<file path="src/rtl/mrm_pkg.sv">
// Shared constants and codes for the modem response matcher.
`timescale 1ns / 1ps

package mrm_pkg;

    // Pattern size limits.
    localparam int MAX_EXPECTED = 16;
    localparam int MAX_SERVER   = 7;

    // Field and register widths.
    localparam int MODE_W     = 2;
    localparam int BYTE_W     = 8;
    localparam int STATUS_W   = 3;
    localparam int CFG_IDX_W  = 3;
    localparam int CFG_DATA_W = 64;
    localparam int EXP_LEN_W  = $clog2(MAX_EXPECTED + 1);
    localparam int EXP_IDX_W  = (MAX_EXPECTED > 1) ? $clog2(MAX_EXPECTED) : 1;
    localparam int SRV_LEN_W  = $clog2(MAX_SERVER + 1);
    localparam int SRV_IDX_W  = (MAX_SERVER > 1) ? $clog2(MAX_SERVER) : 1;
    localparam int TICK_W     = 16;

    // Input transaction modes.
    localparam logic [MODE_W-1:0] MODE_BYTE  = 2'd0;
    localparam logic [MODE_W-1:0] MODE_TICK  = 2'd1;
    localparam logic [MODE_W-1:0] MODE_START = 2'd2;

    // Result status codes.
    localparam logic [STATUS_W-1:0] ST_WAIT     = 3'd0;
    localparam logic [STATUS_W-1:0] ST_EXPECTED = 3'd1;
    localparam logic [STATUS_W-1:0] ST_ERRCLOSE = 3'd2;
    localparam logic [STATUS_W-1:0] ST_SERVER   = 3'd3;
    localparam logic [STATUS_W-1:0] ST_TIMEOUT  = 3'd4;
    localparam logic [STATUS_W-1:0] ST_IDLE     = 3'd5;

    // Configuration register indexes.
    localparam logic [CFG_IDX_W-1:0] REG_EXP_LOW  = 3'd0;
    localparam logic [CFG_IDX_W-1:0] REG_EXP_HIGH = 3'd1;
    localparam logic [CFG_IDX_W-1:0] REG_EXP_LEN  = 3'd2;
    localparam logic [CFG_IDX_W-1:0] REG_SRV      = 3'd3;
    localparam logic [CFG_IDX_W-1:0] REG_SRV_LEN  = 3'd4;
    localparam logic [CFG_IDX_W-1:0] REG_TIMEOUT  = 3'd5;

endpackage

</file>
<file path="src/rtl/modem_response_matcher.sv">
// Modem reply matcher: four parallel byte matchers and an idle tick timeout.
`timescale 1ns / 1ps
// A transaction accepted into the input register has its status written into the
// result register when it is processed. Throughput: one transaction per cycle
// unless a held result stalls it; the matcher state is one register set updated by
// single-level compare logic between the input and result registers.
// Reset (aresetn low, synchronous): configuration registers, matcher indexes, the
// idle counter, the waiting flag and both valid flags clear; the block is idle.

module modem_response_matcher import mrm_pkg::*; (
    input  logic                  aclk,
    input  logic                  aresetn,
    // Configuration write port
    input  logic                  cfg_wr_en,
    input  logic [CFG_IDX_W-1:0]  cfg_index,
    input  logic [CFG_DATA_W-1:0] cfg_wr_data,
    // Input channel
    input  logic                  s_valid,
    output logic                  s_ready,
    input  logic [MODE_W-1:0]     s_mode,
    input  logic [BYTE_W-1:0]     s_rx_byte,
    // Result channel
    output logic                  m_valid,
    input  logic                  m_ready,
    output logic [STATUS_W-1:0]   m_status
);

    localparam int SRV_BYTES_W = MAX_SERVER * BYTE_W;
    localparam int EXP_BYTES_W = MAX_EXPECTED * BYTE_W;

    localparam logic [BYTE_W-1:0] ERR_TEXT [0:6] =
        '{8'h45, 8'h52, 8'h52, 8'h4F, 8'h52, 8'h0D, 8'h0A};
    localparam logic [BYTE_W-1:0] CLS_TEXT [0:7] =
        '{8'h43, 8'h4C, 8'h4F, 8'h53, 8'h45, 8'h44, 8'h0D, 8'h0A};

    // Configuration registers.
    logic [63:0]          exp_low_reg;
    logic [63:0]          exp_high_reg;
    logic [4:0]           exp_len_reg;
    logic [55:0]          srv_bytes_reg;
    logic [2:0]           srv_len_reg;
    logic [TICK_W-1:0]    timeout_reg;

    // Matcher state.
    logic [EXP_IDX_W-1:0] exp_idx_reg, exp_idx_next;
    logic [2:0]           err_idx_reg, err_idx_next;
    logic [2:0]           cls_idx_reg, cls_idx_next;
    logic [SRV_IDX_W-1:0] srv_idx_reg, srv_idx_next;
    logic [TICK_W-1:0]    idle_reg, idle_next;
    logic                 waiting_reg, waiting_next;

    // Input and result registers.
    logic                 in_valid_reg;
    logic [MODE_W-1:0]    in_mode_reg;
    logic [BYTE_W-1:0]    in_byte_reg;
    logic                 out_valid_reg;
    logic [STATUS_W-1:0]  out_status_reg;
    logic [STATUS_W-1:0]  status_next;

    logic                 process;
    logic [EXP_LEN_W-1:0] elen;
    logic [SRV_LEN_W-1:0] slen;
    logic [EXP_BYTES_W-1:0] exp_word;
    logic [63:0]          srv_word;
    logic [BYTE_W-1:0]    epat, spat, rb;
    logic                 nz;
    logic                 exp_hit, exp_done;
    logic                 err_hit, err_done;
    logic                 cls_hit, cls_done;
    logic                 srv_hit, srv_done;
    logic [TICK_W-1:0]    idle_inc;

    // Configuration writes.
    always_ff @(posedge aclk) begin
        if (!aresetn) begin
            exp_low_reg   <= '0;
            exp_high_reg  <= '0;
            exp_len_reg   <= '0;
            srv_bytes_reg <= '0;
            srv_len_reg   <= '0;
            timeout_reg   <= '0;
        end else if (cfg_wr_en) begin
            unique case (cfg_index)
                REG_EXP_LOW:  exp_low_reg   <= cfg_wr_data;
                REG_EXP_HIGH: exp_high_reg  <= cfg_wr_data;
                REG_EXP_LEN:  exp_len_reg   <= cfg_wr_data[4:0];
                REG_SRV:      srv_bytes_reg <= cfg_wr_data[55:0];
                REG_SRV_LEN:  srv_len_reg   <= cfg_wr_data[2:0];
                REG_TIMEOUT:  timeout_reg   <= cfg_wr_data[TICK_W-1:0];
                default: ;
            endcase
        end
    end

    // Handshake: a transaction moves on whenever the result register is empty or being read.
    assign process = in_valid_reg && (!out_valid_reg || m_ready);
    assign s_ready = !in_valid_reg || process;
    assign m_valid = out_valid_reg;
    assign m_status = out_status_reg;

    // Pattern lengths clamped to the matcher sizes.
    assign elen = (exp_len_reg > 5'(MAX_EXPECTED)) ? EXP_LEN_W'(MAX_EXPECTED)
                                                  : EXP_LEN_W'(exp_len_reg);
    assign slen = (srv_len_reg > 3'(MAX_SERVER)) ? SRV_LEN_W'(MAX_SERVER)
                                                : SRV_LEN_W'(srv_len_reg);

    // Current pattern bytes for each matcher.
    assign exp_word = EXP_BYTES_W'({exp_high_reg, exp_low_reg});
    assign srv_word = 64'(srv_bytes_reg[SRV_BYTES_W-1:0]);
    assign epat = exp_word[exp_idx_reg*BYTE_W +: BYTE_W];
    assign spat = srv_word[srv_idx_reg*BYTE_W +: BYTE_W];
    assign rb = in_byte_reg;
    assign nz = (rb != '0);

    // Per-matcher compare and completion; a zero byte never matches.
    assign exp_hit  = (elen != '0) && ((EXP_LEN_W+1)'(exp_idx_reg) < (EXP_LEN_W+1)'(elen))
                      && nz && (rb == epat);
    assign exp_done = exp_hit && ((EXP_LEN_W+1)'(exp_idx_reg) + 1'b1 >= (EXP_LEN_W+1)'(elen));
    assign err_hit  = (err_idx_reg < 3'd7) && nz && (rb == ERR_TEXT[err_idx_reg]);
    assign err_done = err_hit && (err_idx_reg == 3'd6);
    assign cls_hit  = nz && (rb == CLS_TEXT[cls_idx_reg]);
    assign cls_done = cls_hit && (cls_idx_reg == 3'd7);
    assign srv_hit  = (slen != '0) && ((SRV_LEN_W+1)'(srv_idx_reg) < (SRV_LEN_W+1)'(slen))
                      && nz && (rb == spat);
    assign srv_done = srv_hit && ((SRV_LEN_W+1)'(srv_idx_reg) + 1'b1 >= (SRV_LEN_W+1)'(slen));

    assign idle_inc = (idle_reg == '1) ? idle_reg : idle_reg + 1'b1;

    // Next matcher state and status for the transaction in the input register.
    always_comb begin
        exp_idx_next = exp_idx_reg;
        err_idx_next = err_idx_reg;
        cls_idx_next = cls_idx_reg;
        srv_idx_next = srv_idx_reg;
        idle_next    = idle_reg;
        waiting_next = waiting_reg;
        status_next  = ST_WAIT;
        if (in_mode_reg == MODE_START) begin
            exp_idx_next = '0;
            err_idx_next = '0;
            cls_idx_next = '0;
            srv_idx_next = '0;
            idle_next    = '0;
            if (timeout_reg == '0) begin
                waiting_next = 1'b0;
                status_next  = ST_TIMEOUT;
            end else begin
                waiting_next = 1'b1;
            end
        end else if (!waiting_reg) begin
            status_next = ST_IDLE;
        end else if (in_mode_reg == MODE_BYTE) begin
            priority if (exp_done) begin
                status_next = ST_EXPECTED;
            end else if (err_done || cls_done) begin
                status_next = ST_ERRCLOSE;
            end else if (srv_done) begin
                status_next = ST_SERVER;
            end else if (elen == '0) begin
                status_next = ST_EXPECTED;
            end else begin
                status_next = ST_WAIT;
            end
            idle_next = '0;
            if (status_next == ST_WAIT) begin
                exp_idx_next = exp_hit ? exp_idx_reg + 1'b1 : '0;
                err_idx_next = err_hit ? err_idx_reg + 1'b1 : '0;
                cls_idx_next = cls_hit ? cls_idx_reg + 1'b1 : '0;
                srv_idx_next = srv_hit ? srv_idx_reg + 1'b1 : '0;
            end else begin
                exp_idx_next = '0;
                err_idx_next = '0;
                cls_idx_next = '0;
                srv_idx_next = '0;
                waiting_next = 1'b0;
            end
        end else if (in_mode_reg == MODE_TICK) begin
            if (idle_inc >= timeout_reg) begin
                exp_idx_next = '0;
                err_idx_next = '0;
                cls_idx_next = '0;
                srv_idx_next = '0;
                idle_next    = '0;
                waiting_next = 1'b0;
                status_next  = ST_TIMEOUT;
            end else begin
                idle_next = idle_inc;
            end
        end
    end

    // Control and state registers.
    always_ff @(posedge aclk) begin
        if (!aresetn) begin
            in_valid_reg  <= 1'b0;
            out_valid_reg <= 1'b0;
            exp_idx_reg   <= '0;
            err_idx_reg   <= '0;
            cls_idx_reg   <= '0;
            srv_idx_reg   <= '0;
            idle_reg      <= '0;
            waiting_reg   <= 1'b0;
        end else begin
            if (s_ready) begin
                in_valid_reg <= s_valid;
            end
            if (process) begin
                out_valid_reg <= 1'b1;
                exp_idx_reg   <= exp_idx_next;
                err_idx_reg   <= err_idx_next;
                cls_idx_reg   <= cls_idx_next;
                srv_idx_reg   <= srv_idx_next;
                idle_reg      <= idle_next;
                waiting_reg   <= waiting_next;
            end else if (m_ready) begin
                out_valid_reg <= 1'b0;
            end
        end
    end

    // Payload registers.
    always_ff @(posedge aclk) begin
        if (s_valid && s_ready) begin
            in_mode_reg <= s_mode;
            in_byte_reg <= s_rx_byte;
        end
        if (process) begin
            out_status_reg <= status_next;
        end
    end

    // Outside a wait every matcher index and the idle counter sit at zero.
    a_idle_clear: assert property (@(posedge aclk) disable iff (!aresetn)
        !waiting_reg |-> (exp_idx_reg == '0) && (err_idx_reg == '0) &&
                         (cls_idx_reg == '0) && (srv_idx_reg == '0) && (idle_reg == '0))
        else $error("matcher state not cleared outside a wait");

    // Error-text and server indexes stay inside their patterns.
    a_idx_range: assert property (@(posedge aclk) disable iff (!aresetn)
        (err_idx_reg < 3'd7) && ((SRV_IDX_W+1)'(srv_idx_reg) < (SRV_IDX_W+1)'(MAX_SERVER)))
        else $error("matcher index beyond pattern");

    // A start transaction reports either waiting or an immediate timeout.
    a_start_status: assert property (@(posedge aclk) disable iff (!aresetn)
        (process && (in_mode_reg == MODE_START)) |=>
            m_valid && ((m_status == ST_WAIT) || (m_status == ST_TIMEOUT)))
        else $error("bad status after start");

    // A full pipeline behind a stalled result takes no new transaction.
    a_stall: assert property (@(posedge aclk) disable iff (!aresetn)
        (out_valid_reg && !m_ready && in_valid_reg) |-> !s_ready)
        else $error("input taken while pipeline is full");

    // A processed transaction always leaves a result behind.
    a_result: assert property (@(posedge aclk) disable iff (!aresetn)
        process |=> out_valid_reg)
        else $error("processed transaction produced no result");

endmodule
</file>
<file path="config.mk">
export PLATFORM = sky130hd
export DESIGN_NAME = modem_response_matcher
export DESIGN_NICKNAME = d
export VERILOG_FILES = /design/src/rtl/mrm_pkg.sv /design/src/rtl/modem_response_matcher.sv
export SDC_FILE = /design/constraint.sdc
export NUM_CORES = 1
export LEC_CHECK = 0
export BUFFER_PORTS_ARGS = -buffer_cell sky130_fd_sc_hd__buf_2
export CAP_MARGIN = 25
export CORE_ASPECT_RATIO = 1.5
export CORE_MARGIN = 10
export CORE_UTILIZATION = 57
export DETAILED_ROUTE_END_ITERATION = 10
export GPL_TIMING_DRIVEN = 0
export MAX_ROUTING_LAYER = met4
export PLACE_DENSITY = 0.81
export SETUP_SLACK_MARGIN = 0.5
export SYNTH_ARGS = -nofsm -noshare
export SYNTH_HDL_FRONTEND = slang
export SYNTH_SLANG_ARGS = --single-unit
</file>
<file path="constraint.sdc">
create_clock -name aclk -period 5.8 [get_ports aclk]
set_input_delay 1.16 -clock aclk [delete_from_list [all_inputs] [get_ports aclk]]
set_output_delay 1.16 -clock aclk [all_outputs]
set_load 0.02 [all_outputs]
</file>
==> results by stage <==
Clocking:
- For this design, the CTS-stage hold fixing added 0 buffers.
- The H-tree level count is 1.
- Clock-pin slew was measured on the worst setup and hold paths at 0.06 ns.
- The number of clock buffers inserted by TritonCTS is 25.
- The cell sitting at the root of the clock tree is a clkbuf_16.
- No sink is reached through more buffers than the 3 on the longest clock path.
- TritonCTS built the clock tree.
- In this run the post-CTS setup repair buffer count came out at 0.
- The clock latency of the later-clocked register in the worst-skew pair is 0.54 ns.
- The tree built by TritonCTS fans out to 253 sinks.

STA:
- Derived from the worst setup path, the maximum achievable clock frequency is 0.2029 GHz.
- The hold violation count in the final report is 0.
- Setup repair after global routing left no endpoint under its margin.
- The final total negative setup slack is 0 ns.
- The clock period could shrink to 4.929 ns.
- The portion of the clock cycle consumed by the worst path in the final layout is 0.8499.
- Measured against its own limit, the worst slew margin works out to 0.2858.
- The largest clock skew in the final design is 0.02307 ns.
- The final number of setup-violating endpoints is 0.
- The final number of max-transition violations is 0.
- The measured slew at the worst slew-check pin is 1.067 ns.

Logic synthesis:
- dfxtp_1 takes more of the synthesized area than any other cell.
- Of the post-synthesis cell area, the part taken by muxes is 0.1034.
- The number of enable flip-flop cells after synthesis is 13.
- The XOR/XNOR share of the synthesized area is 0.02573.
- For this run, the leading register cell type out of synthesis is dfxtp_1.
- Sorting the synthesized cells by area gives the leading types as dfxtp_1, nand2_1, a21boi_0.
- The share of synthesized registers carrying an async set or reset is 0.
- The synthesized design contains 253 register bits.
- Of the total synthesized cell area, the portion taken by AND, OR, NAND and NOR gates is 0.2036.
- The post-synthesis average cell area is 8.675 sq um.
- The main combinational cell family by area after synthesis is simple AND/OR/NAND/NOR gates.
- The area fraction in compound gates after synthesis is 0.1787.
- The number of cells produced by synthesis is 1491.
- The number of library cell types mapped by synthesis is 64.
- When the netlist entered floorplanning its net count stood at 1619.
- The Yosys warning count is 0.
- The mapped netlist covers 12930 sq um.
- The fraction of the yosys area taken by sequential cells is 0.4016.
- The fraction of synthesized cell area taken by the top area cell type is 0.3714.
- The share of synthesized cell area in full adder, half adder and majority cells is 0.04450.

GRT:
- Entering global routing, the biggest net connects 16 pins.
- The first global-routing pass estimated 63330 um of wire.
- The total overflow reported by the global router is 0.
- The via count of the first global-routing pass is 11420.
- The number of antenna violations at the first check in global routing is 0.
- In the global route stage, overall resource usage came out at 0.2875.

Cells and area:
- The total non-filler cell area in the finished layout is 14640 sq um.
- In the layout the commonest cells are nand2_1, dfxtp_1, a21boi_0.
- The commonest non-fill, non-tap cell in the layout is nand2_1.
- In the final design database the tool counted 1730 nets.
- The share of final-layout standard cells stronger than drive strength 1 is 0.1215.
- Relative to the synthesized area, the layout overhead comes to 13.18%.

Pwr:
- Of the total power, the clock network draws 0.458.
- The part of the power in combinational logic is 0.073.
- For this design the total switching power over the nets is 922.7 uW.
- The internal power contribution is 2.944 mW.
- The reported leakage power is 5.184 nW.
- Across the VDD grid, the largest voltage drop is 0.2833 mV.
- The share of power burned in registers is 0.469.
- Of the total power, the share spent switching nets is 0.2386.
- Dividing total power by cell area gives a power density of 264.1 nW/um^2.

Place:
- Summing all placed instances gives a cell area of 13710 sq um.
- The routability congestion estimate from global placement is 1.029.
- The placed wire-length estimate after detailed placement is 31760 um.
- Buffers placed on the I/O ports in this run total 83.

Routing:
- The detailed router finished its first iteration with 825 violations.
- The vias per cell is 6.051.
- Summed over all layers, the routed wires come to 41500 um.
- The overall via count from detail_route is 11490.
- The number of iterations in the first detailed-routing pass is 5.
- The DRC violation count after routing is 0.
- After detailed routing, the average wire length per cell comes to 21.87 um.
- The detail route stage leaves a number of antenna-violating nets equal to 0.

Die:
- The initial standard-cell utilization of the core is 0.5779.
- The y dimension of the die is 204.5 um.
- In this run the horizontal extent of the chip is 143 um.
- The die area is 29240 sq um.
- The total number of placement rows is 67.
- Pin placement for this block handled 87 I/O pins.
- The total area inside the core boundary comes to 22380 sq um.

Setup path:
- The worst register-to-register path begins at idle_reg[4].
- STA puts the critical path data arrival time at 5.40 ns.
- The endpoint identified for the worst register-to-register timing path is srv_idx_reg[1].
- The top fanout value on the critical path is 10.
- STA classifies the critical path startpoint as a flip-flop.
- The worst setup path is captured at a flip-flop.
- The required time reported for the critical path endpoint is 6.27 ns.
- The setup path with the least slack is of type reg2reg.
- For flop-to-flop paths, the worst setup slack is 0.87 ns.
- The worst register-to-register path has a depth of 18.

Flow run:
- The tool flagged a number of max-cap violations equal to 0.

Outcome:
- The run finished with clean final reports.

Min path:
- The hold-critical path depth is 2.
- The class of the tightest hold or removal check is reg2reg.
- The worst hold path terminates at exp_high_reg[45].
- The beginning of the worst hold path is exp_high_reg[45].
[cell families after synthesis]
logic type,count (synthesis)
compound gates,318
xor+xnor,38
fa+ha+maj,46
buf+inv,134
flops,253
mux,99
simple gates,603
[worst max path at each step]
stage | slack [ns] | start | depth (start not counted) | end
2_1_floorplan | 1.66 | idle_reg[4] | 19 | idle_reg[7]
3_5_place_dp | 0.29 | idle_reg[4] | 19 | idle_reg[9]
5_1_grt | 0.57 | idle_reg[4] | 19 | idle_reg[7]
6_report | 0.87 | idle_reg[4] | 18 | srv_idx_reg[1]
3_3_place_gp | 0.42 | idle_reg[4] | 19 | idle_reg[9]
4_1_cts | 0.51 | idle_reg[4] | 19 | idle_reg[9]
[per-stage QoR]
stage,hold slack [ns],instances,util,setup slack [ns],power (mW)
after detailed placement,0.4557,1851,0.6126,0.2937,2.125
after floorplan,0.4388,1491,-,1.664,1.990
after global routing,0.4839,1897,0.6540,0.5738,3.954
after CTS,0.4650,1897,0.6532,0.5119,3.862
after global placement,0.4475,1850,0.6119,0.4195,2.118
final,0.4646,1898,0.6541,0.8706,3.867
[area by class of cell]
cell class	instances	area, sq um
diodes	1	2.502
plain buffers	100	424.2
clock buffers	36	768.2
clock inverters	10	135.1
fillers	1868	7742
inverters	34	127.6
multi-input cells	1104	7216
flip-flops and latches	253	5195
well taps	276	345.3
repair buffers	84	426.7
[critical path, cell delays in order (launching register included)]
cell and delay (ns):
dfxtp_1 0.31, clkbuf_1 0.28, nand4_1 0.22, nor4_2 0.38
and4_1 0.29, nand3_2 0.22, and3_1 0.34, and3_1 0.25
xnor2_1 0.19, ha_1 0.27, a21o_1 0.18, a21o_1 0.17
a21oi_1 0.13, o21ai_0 0.13, a21oi_2 0.25, a21oi_1 0.18
nor2b_1 0.47, clkbuf_2 0.39, a22o_1 0.20
[per-layer routing]
layer | up-vias | share of wire | wire length (um) | track usage
met2 | 525 | 0.48 | 20070 | 0.4806
met4 | 0 | 0.084 | 3478 | 0.2021
met5 | - | 0 | 0 | -
met1 | 5427 | 0.36 | 15080 | 0.3090
li1 | 5340 | - | - | -
met3 | 193 | 0.069 | 2874 | 0.03801
[cells in the mapped netlist (7+ instances only)]
cell	n
a21boi_0	209
a21o_1	9
a21oi_1	13
a22o_1	8
a22oi_1	11
and2_1	7
and3_1	9
buf_2	7
clkbuf_1	81
dfxtp_1	240
edfxtp_1	13
ha_1	46
inv_1	33
mux2_2	13
mux2i_1	53
mux4_2	25
nand2_1	441
nand2b_1	11
nand3_1	16
nand3b_1	12
nand4_1	7
nor2_1	28
nor2b_1	33
nor3_1	10
nor4_1	11
o21ai_0	28
xnor2_1	25
xor2_1	13
[power by group through the flow]
stage                     sequential [mW]  combinational (mW)  clock (mW)
after global placement               1.85               0.267           0
after detailed placement             1.85               0.273           0
final                                1.81               0.281        1.77
after global routing                 1.82               0.299        1.84
after CTS                            1.81               0.274        1.77
after floorplan                      1.84               0.148           0
[repair_timing]
action / 4_1_cts / 5_1_grt
hold endpoints to repair: 0 / 0
gates resized for setup: 3 / 4
setup endpoints to repair: 20 / 25
Power figures use the tool's default switching activity.
